## src/i2cmts_pkg.sv

```systemverilog
// Shared types and constants for the I2C master transfer sequencer.
// No dependencies; imported by the sequencer top and its stage modules.
`timescale 1ns / 1ps

package i2cmts_pkg;

   // Event codes carried in the mode field
   localparam logic [3:0] MODE_START_READ = 4'd0;
   localparam logic [3:0] MODE_START_SEQ  = 4'd1;
   localparam logic [3:0] MODE_START_ALT  = 4'd2;
   localparam logic [3:0] MODE_TX_SPACE   = 4'd3;
   localparam logic [3:0] MODE_RX_BYTE    = 4'd4;
   localparam logic [3:0] MODE_ABORT      = 4'd5;
   localparam logic [3:0] MODE_OVERRUN    = 4'd6;
   localparam logic [3:0] MODE_STOP       = 4'd7;
   localparam logic [3:0] MODE_RELEASE    = 4'd8;

   // Reported sequencer state
   localparam logic [2:0] STATE_IDLE    = 3'd0;
   localparam logic [2:0] STATE_READING = 3'd1;
   localparam logic [2:0] STATE_WRITING = 3'd2;
   localparam logic [2:0] STATE_DONE    = 3'd3;
   localparam logic [2:0] STATE_ERROR   = 3'd4;

   // Command word flags
   localparam logic [10:0] CMD_READ    = 11'h100;
   localparam logic [10:0] CMD_STOP    = 11'h200;
   localparam logic [10:0] CMD_RESTART = 11'h400;

   // Sticky fault bits
   localparam logic [3:0] FAULT_ABORT   = 4'b0001;
   localparam logic [3:0] FAULT_OVERRUN = 4'b0010;
   localparam logic [3:0] FAULT_EARLY   = 4'b0100;
   localparam logic [3:0] FAULT_STORM   = 4'b1000;

   // Longest transfer; lengths above it are clamped
   localparam logic [16:0] MAX_TRANSFER = 17'd255;

   localparam logic [15:0] STORM_LIMIT_RESET = 16'd10000;
   localparam logic [7:0]  TARGET_NONE       = 8'd255;

   typedef struct packed {
      logic [3:0] mode;
      logic [6:0] dev_addr;
      logic [7:0] length;
      logic [7:0] sub_addr;
      logic [7:0] write_reg;
      logic [7:0] write_data;
      logic [7:0] rx_data;
   } req_item_type;

   typedef struct packed {
      logic        cmd_valid;
      logic [10:0] cmd_word;
      logic [7:0]  item_index;
      logic        byte_valid;
      logic [7:0]  byte_value;
      logic        set_target;
      logic [6:0]  target_value;
      logic [2:0]  state_code;
      logic [3:0]  fault_bits;
      logic        busy_reject;
      logic [7:0]  issued_count;
   } rsp_item_type;

endpackage

```

## src/i2cmts_channels.sv

```systemverilog
// Valid/ready channel interfaces for the request and response sides.
// No dependencies.
`timescale 1ns / 1ps

interface i2cmts_req_if;
   logic       valid;
   logic       ready;
   logic [3:0] mode;
   logic [6:0] dev_addr;
   logic [7:0] length;
   logic [7:0] sub_addr;
   logic [7:0] write_reg;
   logic [7:0] write_data;
   logic [7:0] rx_data;

   modport source (
      output valid, mode, dev_addr, length, sub_addr, write_reg, write_data,
             rx_data,
      input  ready
   );
   modport sink (
      input  valid, mode, dev_addr, length, sub_addr, write_reg, write_data,
             rx_data,
      output ready
   );
endinterface

interface i2cmts_rsp_if;
   logic        valid;
   logic        ready;
   logic        cmd_valid;
   logic [10:0] cmd_word;
   logic [7:0]  item_index;
   logic        byte_valid;
   logic [7:0]  byte_value;
   logic        set_target;
   logic [6:0]  target_value;
   logic [2:0]  state_code;
   logic [3:0]  fault_bits;
   logic        busy_reject;
   logic [7:0]  issued_count;

   modport source (
      output valid, cmd_valid, cmd_word, item_index, byte_valid, byte_value,
             set_target, target_value, state_code, fault_bits, busy_reject,
             issued_count,
      input  ready
   );
   modport sink (
      input  valid, cmd_valid, cmd_word, item_index, byte_valid, byte_value,
             set_target, target_value, state_code, fault_bits, busy_reject,
             issued_count,
      output ready
   );
endinterface

```

## src/i2c_master_transfer_sequencer.sv

```systemverilog
// I2C master transfer sequencer: event in, one response item out per event.
// Channels: req_if (event item), rsp_if (response item), csr_* storm limit.
// An accepted event lands in the input register; once the result register
// has room it is processed against the sequencer state and written to the
// result register, which offers it on rsp_if. One item enters per cycle
// while rsp_if does not stall; the only loop is the state update, which is
// one step deep.
// Every event returns exactly one response item. A start-read event pushes the
// register byte of a read; tx-space events push one command word each while
// words are left to issue; rx-byte events hand back a requested byte with its index.
// Reset (synchronous, active high) empties both registers, returns the
// sequencer to idle with no target programmed, and sets the storm limit
// to 10000. When rsp_if.ready is low the result is held; the input
// register then takes one more item and req_if.ready drops until the
// result moves. The user must write the storm limit with csr_write_enable
// and csr_write_data only while no event is in flight; the block does not enforce it.
// Depends on i2cmts_pkg, the channel interfaces and the stage modules.
`timescale 1ns / 1ps

module i2c_master_transfer_sequencer
   import i2cmts_pkg::*;
(
   input  logic         clock,
   input  logic         reset,
   i2cmts_req_if.sink   req_if,
   i2cmts_rsp_if.source rsp_if,
   input  logic         csr_write_enable,
   input  logic [15:0]  csr_write_data
);

   logic         item_valid;
   req_item_type item;
   rsp_item_type result;
   logic         can_load;
   logic         step;

   // advance only when the result register has room
   assign step = item_valid && can_load;

   i2cmts_in_stage u_in_stage (
      .clock      (clock),
      .reset      (reset),
      .req_if     (req_if),
      .take       (step),
      .item_valid (item_valid),
      .item       (item)
   );

   i2cmts_ctl u_ctl (
      .clock            (clock),
      .reset            (reset),
      .csr_write_enable (csr_write_enable),
      .csr_write_data   (csr_write_data),
      .step             (step),
      .item             (item),
      .result           (result)
   );

   i2cmts_out_stage u_out_stage (
      .clock    (clock),
      .reset    (reset),
      .load     (step),
      .result   (result),
      .can_load (can_load),
      .rsp_if   (rsp_if)
   );

endmodule

```

## src/i2cmts_in_stage.sv

```systemverilog
// Input register of the sequencer: captures one request item.
// Depends on i2cmts_pkg and i2cmts_req_if.
`timescale 1ns / 1ps

module i2cmts_in_stage
   import i2cmts_pkg::*;
(
   input  logic         clock,
   input  logic         reset,
   i2cmts_req_if.sink   req_if,
   input  logic         take,
   output logic         item_valid,
   output req_item_type item
);

   logic         valid_ff, valid_in;
   req_item_type item_ff;
   logic         load;

   assign req_if.ready = !valid_ff || take;
   assign load         = req_if.valid && req_if.ready;
   assign valid_in     = load || (valid_ff && !take);

   always_ff @(posedge clock) begin
      if (reset) begin
         valid_ff <= 1'b0;
      end else begin
         valid_ff <= valid_in;
      end
   end

   always_ff @(posedge clock) begin
      if (load) begin
         item_ff.mode       <= req_if.mode;
         item_ff.dev_addr   <= req_if.dev_addr;
         item_ff.length     <= req_if.length;
         item_ff.sub_addr   <= req_if.sub_addr;
         item_ff.write_reg  <= req_if.write_reg;
         item_ff.write_data <= req_if.write_data;
         item_ff.rx_data    <= req_if.rx_data;
      end
   end

   assign item_valid = valid_ff;
   assign item       = item_ff;

endmodule

```

## src/i2cmts_ctl.sv

```systemverilog
// Sequencer state and next-result logic; one item is handled per step.
// Depends on i2cmts_pkg.
`timescale 1ns / 1ps

module i2cmts_ctl
   import i2cmts_pkg::*;
(
   input  logic         clock,
   input  logic         reset,
   input  logic         csr_write_enable,
   input  logic [15:0]  csr_write_data,
   input  logic         step,
   input  req_item_type item,
   output rsp_item_type result
);

   typedef enum logic [2:0] {
      ST_IDLE    = STATE_IDLE,
      ST_READING = STATE_READING,
      ST_WRITING = STATE_WRITING,
      ST_DONE    = STATE_DONE,
      ST_ERROR   = STATE_ERROR
   } state_type;

   state_type   state_ff, state_in;
   logic [7:0]  last_target_ff, last_target_in;
   logic        write_kind_ff, write_kind_in;
   logic        write_phase_ff, write_phase_in;
   logic [7:0]  issued_ff, issued_in;
   logic [7:0]  received_ff, received_in;
   logic [7:0]  xfer_length_ff, xfer_length_in;
   logic [3:0]  faults_ff, faults_in;
   logic [15:0] event_hits_ff, event_hits_in;
   logic [15:0] storm_limit_ff;

   logic        active;
   logic        last_item;
   logic [15:0] hits_next;
   logic [7:0]  clamped_length;

   assign active    = (state_ff == ST_READING) || (state_ff == ST_WRITING);
   assign last_item = ({1'b0, issued_ff} + 9'd1) == {1'b0, xfer_length_ff};
   assign hits_next = (event_hits_ff == 16'hFFFF) ? event_hits_ff : event_hits_ff + 16'd1;
   assign clamped_length = ({9'd0, item.length} > MAX_TRANSFER) ? MAX_TRANSFER[7:0]
                                                               : item.length;

   always_comb begin
      result         = '0;
      state_in       = state_ff;
      last_target_in = last_target_ff;
      write_kind_in  = write_kind_ff;
      write_phase_in = write_phase_ff;
      issued_in      = issued_ff;
      received_in    = received_ff;
      xfer_length_in = xfer_length_ff;
      faults_in      = faults_ff;
      event_hits_in  = event_hits_ff;

      if (item.mode <= MODE_START_ALT) begin
         if (state_ff != ST_IDLE) begin
            result.busy_reject = 1'b1;
         end else begin
            if ({1'b0, item.dev_addr} != last_target_ff) begin
               result.set_target   = 1'b1;
               result.target_value = item.dev_addr;
               last_target_in      = {1'b0, item.dev_addr};
            end
            xfer_length_in = clamped_length;
            issued_in      = '0;
            received_in    = '0;
            faults_in      = '0;
            event_hits_in  = '0;
            write_phase_in = 1'b0;
            if (item.mode == MODE_START_READ) begin
               write_kind_in    = 1'b0;
               result.cmd_valid = 1'b1;
               result.cmd_word  = {3'b000, item.sub_addr};
               state_in         = ST_READING;
            end else begin
               write_kind_in = (item.mode == MODE_START_ALT);
               state_in      = ST_WRITING;
            end
         end
      end else if (item.mode <= MODE_STOP) begin
         event_hits_in = hits_next;
         if (hits_next > storm_limit_ff) begin
            faults_in = faults_ff | FAULT_STORM;
            state_in  = ST_ERROR;
         end else begin
            case (item.mode)
               MODE_TX_SPACE: begin
                  if (issued_ff < xfer_length_ff) begin
                     if (state_ff == ST_READING) begin
                        result.cmd_word = CMD_READ
                                        | ((issued_ff == 8'd0) ? CMD_RESTART : 11'd0)
                                        | (last_item ? CMD_STOP : 11'd0);
                        result.cmd_valid  = 1'b1;
                        result.item_index = issued_ff;
                        issued_in         = issued_ff + 8'd1;
                     end else if (state_ff == ST_WRITING) begin
                        result.cmd_valid  = 1'b1;
                        result.item_index = issued_ff;
                        if (!write_kind_ff) begin
                           result.cmd_word = {3'b000, item.write_reg}
                                           | (last_item ? CMD_STOP : 11'd0);
                           issued_in = issued_ff + 8'd1;
                        end else if (!write_phase_ff) begin
                           // register byte first, data byte on the next event
                           result.cmd_word = {3'b000, item.write_reg};
                           write_phase_in  = 1'b1;
                        end else begin
                           result.cmd_word = {3'b000, item.write_data}
                                           | (last_item ? CMD_STOP : 11'd0);
                           write_phase_in  = 1'b0;
                           issued_in       = issued_ff + 8'd1;
                        end
                     end
                  end
               end
               MODE_RX_BYTE: begin
                  // drop bytes that were never asked for
                  if (state_ff == ST_READING && received_ff < issued_ff) begin
                     result.byte_valid = 1'b1;
                     result.byte_value = item.rx_data;
                     result.item_index = received_ff;
                     received_in       = received_ff + 8'd1;
                  end
               end
               MODE_ABORT: begin
                  if (active) begin
                     faults_in = faults_ff | FAULT_ABORT;
                     state_in  = ST_ERROR;
                  end
               end
               MODE_OVERRUN: begin
                  if (state_ff == ST_READING) begin
                     faults_in = faults_ff | FAULT_OVERRUN;
                     state_in  = ST_ERROR;
                  end
               end
               MODE_STOP: begin
                  if (active) begin
                     if ((state_ff == ST_READING && received_ff == xfer_length_ff) ||
                         (state_ff == ST_WRITING && issued_ff == xfer_length_ff)) begin
                        state_in = ST_DONE;
                     end else begin
                        faults_in = faults_ff | FAULT_EARLY;
                        state_in  = ST_ERROR;
                     end
                  end
               end
               default: begin
               end
            endcase
         end
      end else if (item.mode == MODE_RELEASE) begin
         if (active) begin
            result.busy_reject = 1'b1;
         end else begin
            state_in = ST_IDLE;
         end
      end

      result.state_code   = state_in;
      result.fault_bits   = faults_in;
      result.issued_count = issued_in;
   end

   always_ff @(posedge clock) begin
      if (reset) begin
         state_ff       <= ST_IDLE;
         last_target_ff <= TARGET_NONE;
         write_kind_ff  <= 1'b0;
         write_phase_ff <= 1'b0;
         issued_ff      <= '0;
         received_ff    <= '0;
         xfer_length_ff <= '0;
         faults_ff      <= '0;
         event_hits_ff  <= '0;
      end else if (step) begin
         state_ff       <= state_in;
         last_target_ff <= last_target_in;
         write_kind_ff  <= write_kind_in;
         write_phase_ff <= write_phase_in;
         issued_ff      <= issued_in;
         received_ff    <= received_in;
         xfer_length_ff <= xfer_length_in;
         faults_ff      <= faults_in;
         event_hits_ff  <= event_hits_in;
      end
   end

   always_ff @(posedge clock) begin
      if (reset) begin
         storm_limit_ff <= STORM_LIMIT_RESET;
      end else if (csr_write_enable) begin
         storm_limit_ff <= csr_write_data;
      end
   end

endmodule

```

## src/i2cmts_out_stage.sv

```systemverilog
// Result register of the sequencer: holds one response item until taken.
// Depends on i2cmts_pkg and i2cmts_rsp_if.
`timescale 1ns / 1ps

module i2cmts_out_stage
   import i2cmts_pkg::*;
(
   input  logic          clock,
   input  logic          reset,
   input  logic          load,
   input  rsp_item_type  result,
   output logic          can_load,
   i2cmts_rsp_if.source  rsp_if
);

   logic         valid_ff, valid_in;
   rsp_item_type item_ff;

   assign can_load = !valid_ff || rsp_if.ready;
   assign valid_in = load || (valid_ff && !rsp_if.ready);

   always_ff @(posedge clock) begin
      if (reset) begin
         valid_ff <= 1'b0;
      end else begin
         valid_ff <= valid_in;
      end
   end

   always_ff @(posedge clock) begin
      if (load) begin
         item_ff <= result;
      end
   end

   assign rsp_if.valid        = valid_ff;
   assign rsp_if.cmd_valid    = item_ff.cmd_valid;
   assign rsp_if.cmd_word     = item_ff.cmd_word;
   assign rsp_if.item_index   = item_ff.item_index;
   assign rsp_if.byte_valid   = item_ff.byte_valid;
   assign rsp_if.byte_value   = item_ff.byte_value;
   assign rsp_if.set_target   = item_ff.set_target;
   assign rsp_if.target_value = item_ff.target_value;
   assign rsp_if.state_code   = item_ff.state_code;
   assign rsp_if.fault_bits   = item_ff.fault_bits;
   assign rsp_if.busy_reject  = item_ff.busy_reject;
   assign rsp_if.issued_count = item_ff.issued_count;

endmodule

```

## src/flat_wrapper.sv

```systemverilog
// flat-port wrapper written by rule: the top's interface ports become plain ports
module i2c_master_transfer_sequencer_flat import i2cmts_pkg::*;
  (clock, reset, csr_write_enable, csr_write_data, req_if_valid, req_if_mode, req_if_dev_addr, req_if_length, req_if_sub_addr, req_if_write_reg, req_if_write_data, req_if_rx_data, req_if_ready, rsp_if_valid, rsp_if_cmd_valid, rsp_if_cmd_word, rsp_if_item_index, rsp_if_byte_valid, rsp_if_byte_value, rsp_if_set_target, rsp_if_target_value, rsp_if_state_code, rsp_if_fault_bits, rsp_if_busy_reject, rsp_if_issued_count, rsp_if_ready);
  i2cmts_req_if req_if_i ();
  i2cmts_rsp_if rsp_if_i ();
  input  logic clock;
  input  logic reset;
  input  logic csr_write_enable;
  input  logic [15:0] csr_write_data;
  input wire logic [$bits(req_if_i.valid)-1:0] req_if_valid;
  input wire logic [$bits(req_if_i.mode)-1:0] req_if_mode;
  input wire logic [$bits(req_if_i.dev_addr)-1:0] req_if_dev_addr;
  input wire logic [$bits(req_if_i.length)-1:0] req_if_length;
  input wire logic [$bits(req_if_i.sub_addr)-1:0] req_if_sub_addr;
  input wire logic [$bits(req_if_i.write_reg)-1:0] req_if_write_reg;
  input wire logic [$bits(req_if_i.write_data)-1:0] req_if_write_data;
  input wire logic [$bits(req_if_i.rx_data)-1:0] req_if_rx_data;
  output wire logic [$bits(req_if_i.ready)-1:0] req_if_ready;
  output wire logic [$bits(rsp_if_i.valid)-1:0] rsp_if_valid;
  output wire logic [$bits(rsp_if_i.cmd_valid)-1:0] rsp_if_cmd_valid;
  output wire logic [$bits(rsp_if_i.cmd_word)-1:0] rsp_if_cmd_word;
  output wire logic [$bits(rsp_if_i.item_index)-1:0] rsp_if_item_index;
  output wire logic [$bits(rsp_if_i.byte_valid)-1:0] rsp_if_byte_valid;
  output wire logic [$bits(rsp_if_i.byte_value)-1:0] rsp_if_byte_value;
  output wire logic [$bits(rsp_if_i.set_target)-1:0] rsp_if_set_target;
  output wire logic [$bits(rsp_if_i.target_value)-1:0] rsp_if_target_value;
  output wire logic [$bits(rsp_if_i.state_code)-1:0] rsp_if_state_code;
  output wire logic [$bits(rsp_if_i.fault_bits)-1:0] rsp_if_fault_bits;
  output wire logic [$bits(rsp_if_i.busy_reject)-1:0] rsp_if_busy_reject;
  output wire logic [$bits(rsp_if_i.issued_count)-1:0] rsp_if_issued_count;
  input wire logic [$bits(rsp_if_i.ready)-1:0] rsp_if_ready;
  assign req_if_i.valid = req_if_valid;
  assign req_if_i.mode = req_if_mode;
  assign req_if_i.dev_addr = req_if_dev_addr;
  assign req_if_i.length = req_if_length;
  assign req_if_i.sub_addr = req_if_sub_addr;
  assign req_if_i.write_reg = req_if_write_reg;
  assign req_if_i.write_data = req_if_write_data;
  assign req_if_i.rx_data = req_if_rx_data;
  assign req_if_ready = req_if_i.ready;
  assign rsp_if_valid = rsp_if_i.valid;
  assign rsp_if_cmd_valid = rsp_if_i.cmd_valid;
  assign rsp_if_cmd_word = rsp_if_i.cmd_word;
  assign rsp_if_item_index = rsp_if_i.item_index;
  assign rsp_if_byte_valid = rsp_if_i.byte_valid;
  assign rsp_if_byte_value = rsp_if_i.byte_value;
  assign rsp_if_set_target = rsp_if_i.set_target;
  assign rsp_if_target_value = rsp_if_i.target_value;
  assign rsp_if_state_code = rsp_if_i.state_code;
  assign rsp_if_fault_bits = rsp_if_i.fault_bits;
  assign rsp_if_busy_reject = rsp_if_i.busy_reject;
  assign rsp_if_issued_count = rsp_if_i.issued_count;
  assign rsp_if_i.ready = rsp_if_ready;
  i2c_master_transfer_sequencer u_core (.clock(clock), .reset(reset), .req_if(req_if_i), .rsp_if(rsp_if_i), .csr_write_enable(csr_write_enable), .csr_write_data(csr_write_data));
endmodule
```

## config.mk

```make
export PLATFORM = sky130hd
export DESIGN_NAME = i2c_master_transfer_sequencer_flat
export DESIGN_NICKNAME = d
export VERILOG_FILES = /design/src/i2cmts_pkg.sv /design/src/i2cmts_channels.sv /design/src/i2c_master_transfer_sequencer.sv /design/src/i2cmts_in_stage.sv /design/src/i2cmts_ctl.sv /design/src/i2cmts_out_stage.sv /design/src/flat_wrapper.sv
export SDC_FILE = /design/constraint.sdc
export NUM_CORES = 1
export LEC_CHECK = 0
export BUFFER_PORTS_ARGS = -buffer_cell sky130_fd_sc_hd__buf_2
export CAP_MARGIN = 15
export CORE_MARGIN = 2
export CORE_UTILIZATION = 58
export DETAILED_ROUTE_END_ITERATION = 8
export MAX_ROUTING_LAYER = met4
export PLACE_DENSITY = 0.8
export SKIP_LAST_GASP = 1
export SLEW_MARGIN = 20
export SYNTH_ARGS = -nofsm -noshare
export SYNTH_HDL_FRONTEND = slang
export SYNTH_HIERARCHICAL = 1
export SYNTH_SLANG_ARGS = --single-unit
```

## constraint.sdc

```tcl
create_clock -name clock -period 4.12 [get_ports clock]
set_input_delay 1.03 -clock clock [delete_from_list [all_inputs] [get_ports clock]]
set_output_delay 1.03 -clock clock [all_outputs]
set_load 0.02 [all_outputs]
```

==> impl_metrics.py <==
metrics = {
    "critical_path": {
        "critPathLaunchType": "flop",
        "cp_max_fo": 6,
        "critical_path.endpoint": "u_core/u_out_stage/rsp_if.issued_count[1]",
        "worstPathArrival_ns": 4.09,
        "reg2reg_to": "u_core/u_out_stage/rsp_if.issued_count[1]",
        "rrSetupSlack_ns": 0.18,
        "worstPathRequired_ns": 4.27,
        "rr_worst_depth": 15,
        "worst_setup_path_startpoint": "u_core/u_ctl/event_hits_ff[0]",
        "r2r_start": "u_core/u_ctl/event_hits_ff[0]",
        "crit_type": "reg2reg",
        "critPathCaptureType": "flop",
    },
    "global_routing": {
        "grt_remaining_overflow": 0,
        "via_count_of_the_first_global_routing_pass": 6851,
        "wire_length_of_the_first_global_routing_pass_mm": 34.4,
        "grt_antenna_before_repair": 0,
        "grt_util_all_layers_pct": 28.0,
        "maximum_number_of_pins_on_one_net_before_global_route_repair": 52,
    },
    "yosys": {
        "synthTopCellsByArea": "sky130_fd_sc_hd__edfxtp_1 (35%), sky130_fd_sc_hd__dfxtp_1 (17%), sky130_fd_sc_hd__ha_1 (5.0%), sky130_fd_sc_hd__nand2_1 (3.9%), sky130_fd_sc_hd__mux2i_1 (2.8%)",
        "netlist.top_cell.by_area": "sky130_fd_sc_hd__edfxtp_1",
        "synth_area_per_cell_um2": 10.3,
        "synth-seq-area-share_pct": 52.4,
        "ys_ff_latch": 179,
        "ys.warnings.count": 6,
        "mappedNetlistNets": 965,
        "synth_cell_type_count": 71,
        "syn-cell-area_um2": 8830,
        "yosysTopAreaCellShare_pct": 35.4,
        "async_flop_share_pct": 0,
        "synthCells": 858,
        "ys_dominant_reg_cell": "sky130_fd_sc_hd__edfxtp_1",
        "synth_enable_flop_cells": 104,
    },
    "detailed_routing": {
        "routed-via-count": 7152,
        "routedWlPerCell_um": 18.6,
        "highest_layer": "met4",
        "firstDrtPassIters": 5,
        "met3_length_mm": 1.59,
        "drt_wl_total_mm": 21.9,
        "drtAntennaViolNets": 0,
        "route.detailed.drc": 0,
        "post_drt_via_cell_ratio": 6.07,
        "detailedRoute.firstIterationViolations": 800,
        "length_of_routed_wiring_on_met1_mm": 9.30,
        "met2_wirelength_from_detailed_routing_mm": 10.5,
    },
    "sta": {
        "fmax_mhz": 254,
        "fin_tns_setup_ns": 0,
        "timing.final.hold_violations": 0,
        "min_period_ns": 3.94,
        "hold-worst-slack_ns": 0.452,
        "finalClockSkew_ns": 0.0107,
        "setup_violations": 0,
        "rsz0062_at_grt": "false",
        "maxSlewViolCount": 0,
        "setup_ws_ns": 0.184,
        "timing_worst_slew_pin_value_ns": 0.805,
        "min_period_over_period_pct": 95.5,
        "maxSlewHeadroom_pct": 46.3,
    },
    "place": {
        "dp_slack_ns": -0.0108,
        "globalplace.congestion": 0.959,
        "detailed_place.area_um2": 9660,
        "dp_hpwl_mm": 15.4,
        "io_buffer_count": 126,
    },
    "clock_network": {
        "cts.clk_slew.worst_paths_ns": 0.08,
        "cts_inserted_buffers": 17,
        "cts.path.max_buffers": 2,
        "cts-root-buf": "sky130_fd_sc_hd__clkbuf_16",
        "clkLatencyLatePin_ns": 0.44,
        "quantity_of_hold_fixing_buffers_added_after_cts": 0,
        "clock_sink_count": 179,
        "clock_tree.htree_level_count": 4,
        "cts_tree": "done",
    },
    "power_and_ir_drop": {
        "clock_power_share_pct": 40.9,
        "internal-power_mw": 2.95,
        "max-vdd-ir-drop_mv": 0.304,
        "power_frac_comb_pct": 8.4,
        "power_spent_charging_and_discharging_nets_mw": 1.04,
        "cellLeakagePower_nw": 4.22,
        "switching_share_pct": 26.0,
        "totalPowerFinal_mw": 3.99,
        "pwr_density_cell_nw_per_um2": 388,
        "sequentialPowerShare_pct": 50.7,
    },
    "die": {
        "io-pin-count": 127,
        "floorplan.rows": 45,
        "chipWidth_um": 127,
        "floorplan.die_area_um2": 16200,
        "core-area_um2": 15000,
        "start_util_pct": 58.7,
        "floorplan.die.height_um": 127,
    },
    "layout": {
        "nNetsFinal": 1085,
        "areaGrowthSynthToFinish_pct": 16.5,
        "drive_above_1_share_pct": 21.4,
        "num_antenna_cells": 0,
        "final_design_area_no_fill_um2": 10300,
    },
    "min_path": {
        "type_of_the_tightest_min_delay_check": "reg2reg",
    },
    "outcome": {
        "run_status": "completed",
    },
    "run": {
        "drv_cap": 0,
    },
}
==> worst min path at each step <==
stage / startpoint / end / slack, ns / cells after the start
2_1_floorplan: u_core/u_ctl/last_target_ff[7] / u_core/u_ctl/last_target_ff[7] / 0.42 / 2
3_3_place_gp: u_core/u_ctl/last_target_ff[7] / u_core/u_ctl/last_target_ff[7] / 0.43 / 2
3_5_place_dp: u_core/u_ctl/last_target_ff[7] / u_core/u_ctl/last_target_ff[7] / 0.44 / 2
4_1_cts: u_core/u_ctl/last_target_ff[7] / u_core/u_ctl/last_target_ff[7] / 0.46 / 2
5_1_grt: u_core/u_ctl/last_target_ff[7] / u_core/u_ctl/last_target_ff[7] / 0.47 / 2
6_report: u_core/u_ctl/last_target_ff[7] / u_core/u_ctl/last_target_ff[7] / 0.45 / 2
==> cell families (layout without fill, tap and decap cells) <==
group / count (synthesis) / count (layout) / synth area share [%]
compound gates: 176 / 176 / 13.5
mux: 28 / 28 / 3.26
xor+xnor: 34 / 34 / 3.37
simple gates: 315 / 315 / 18.3
fa+ha+maj: 35 / 35 / 4.96
buf+inv: 91 / 224 / 4.25
flops: 179 / 179 / 52.4
==> sequential cells by signal, summed over array words and instances (netlist names), 3 cells and up <==
register                                cells
u_core/u_ctl/event_hits_ff                 16
u_core/u_ctl/faults_ff                      4
u_core/u_ctl/issued_ff                      8
u_core/u_ctl/last_target_ff                 8
u_core/u_ctl/received_ff                    8
u_core/u_ctl/state_ff                       3
u_core/u_ctl/storm_limit_ff                16
u_core/u_ctl/xfer_length_ff                 8
u_core/u_in_stage/item                     51
u_core/u_out_stage/rsp_if.byte_value        8
u_core/u_out_stage/rsp_if.cmd_word         11
u_core/u_out_stage/rsp_if.fault_bits        4
u_core/u_out_stage/rsp_if.issued_count      8
u_core/u_out_stage/rsp_if.item_index        8
u_core/u_out_stage/rsp_if.state_code        3
u_core/u_out_stage/rsp_if.target_value      7
==> per-layer routing <==
metal  track usage (%)  vias to the layer above
met2              44.4                      327
met1              35.6                     3397
met4              11.2                        0
met3              5.49                       49
met5                 -                        -
li1                  -                     3379
==> cells in the final DEF (no fill, tap or decap), types with 10 or more instances in the layout <==
cell type and n:
sky130_fd_sc_hd__a22oi_1 10, sky130_fd_sc_hd__buf_4 24, sky130_fd_sc_hd__and3_1 26, sky130_fd_sc_hd__xor2_1 12
sky130_fd_sc_hd__dfxtp_1 73, sky130_fd_sc_hd__edfxtp_1 104, sky130_fd_sc_hd__nand3_1 29, sky130_fd_sc_hd__a31oi_1 17
sky130_fd_sc_hd__ha_1 35, sky130_fd_sc_hd__xnor2_1 22, sky130_fd_sc_hd__and2_1 17, sky130_fd_sc_hd__nor3_1 19
sky130_fd_sc_hd__o21ai_0 28, sky130_fd_sc_hd__a21oi_1 41, sky130_fd_sc_hd__o211ai_1 12, sky130_fd_sc_hd__mux2i_1 25
sky130_fd_sc_hd__nand4_1 19, sky130_fd_sc_hd__buf_2 126, sky130_fd_sc_hd__nand2_1 92, sky130_fd_sc_hd__clkbuf_16 18
sky130_fd_sc_hd__inv_1 42, sky130_fd_sc_hd__nor2_1 59
==> area by class of cell <==
cell class,count,area [um^2]
Fill cell,1120,4750
Sequential cell,179,4630
Multi-Input combinational cell,588,3850
Timing Repair Buffer,150,811
Clock buffer,18,450
Tap cell,188,235
Inverter,42,158
Clock inverter,14,155
==> Yosys cell counts, types with 12 or more instances <==
cell / number
sky130_fd_sc_hd__and3_1: 26
sky130_fd_sc_hd__xnor2_1: 22
sky130_fd_sc_hd__o21ai_0: 28
sky130_fd_sc_hd__a21oi_1: 41
sky130_fd_sc_hd__xor2_1: 12
sky130_fd_sc_hd__nand4_1: 19
sky130_fd_sc_hd__nor2_1: 59
sky130_fd_sc_hd__nand3_1: 29
sky130_fd_sc_hd__nand2_1: 92
sky130_fd_sc_hd__edfxtp_1: 104
sky130_fd_sc_hd__nor3_1: 19
sky130_fd_sc_hd__inv_1: 42
sky130_fd_sc_hd__and2_1: 18
sky130_fd_sc_hd__o211ai_1: 12
sky130_fd_sc_hd__mux2i_1: 25
sky130_fd_sc_hd__clkbuf_1: 28
sky130_fd_sc_hd__a31oi_1: 17
sky130_fd_sc_hd__buf_2: 12
sky130_fd_sc_hd__dfxtp_1: 75
sky130_fd_sc_hd__ha_1: 35
==> through the flow <==
step,cells,util (%)
global placement,1146,64.2
floorplan,858,-
CTS,1178,68.3
finish,1179,68.4
detailed placement,1146,64.2
global route,1179,68.4
==> worst max-delay path, cell delays in order, from the launching register on <==
cell	delay, ns
sky130_fd_sc_hd__dfxtp_1	0.42
sky130_fd_sc_hd__ha_1	0.21
sky130_fd_sc_hd__and2_1	0.16
sky130_fd_sc_hd__nand3_1	0.12
sky130_fd_sc_hd__or3_4	0.43
sky130_fd_sc_hd__and2_1	0.21
sky130_fd_sc_hd__nand2_1	0.11
sky130_fd_sc_hd__xnor2_1	0.13
sky130_fd_sc_hd__ha_1	0.26
sky130_fd_sc_hd__a21oi_1	0.14
sky130_fd_sc_hd__o21a_1	0.12
sky130_fd_sc_hd__o221ai_1	0.18
sky130_fd_sc_hd__o31a_2	0.48
sky130_fd_sc_hd__buf_4	0.19
sky130_fd_sc_hd__o21ai_0	0.29
sky130_fd_sc_hd__o221ai_1	0.20
==> what timing repair did <==
item / CTS / global route
setup endpoints to repair: 2 / 11
setup buffers: 0 / 1
pin swaps: 0 / 1
resized for setup: 1 / 4
==> power groups by stage <==
stage          Combinational, mW  Clock, mW  Sequential [mW]
5_1_grt                    0.362       1.72             2.03
3_5_place_dp               0.328          0             2.06
6_report                   0.334       1.63             2.02
4_1_cts                    0.331       1.65             2.02
3_3_place_gp               0.322          0             2.06
2_1_floorplan              0.184          0             2.08
Note: power is estimated with default switching activity, not from simulation.
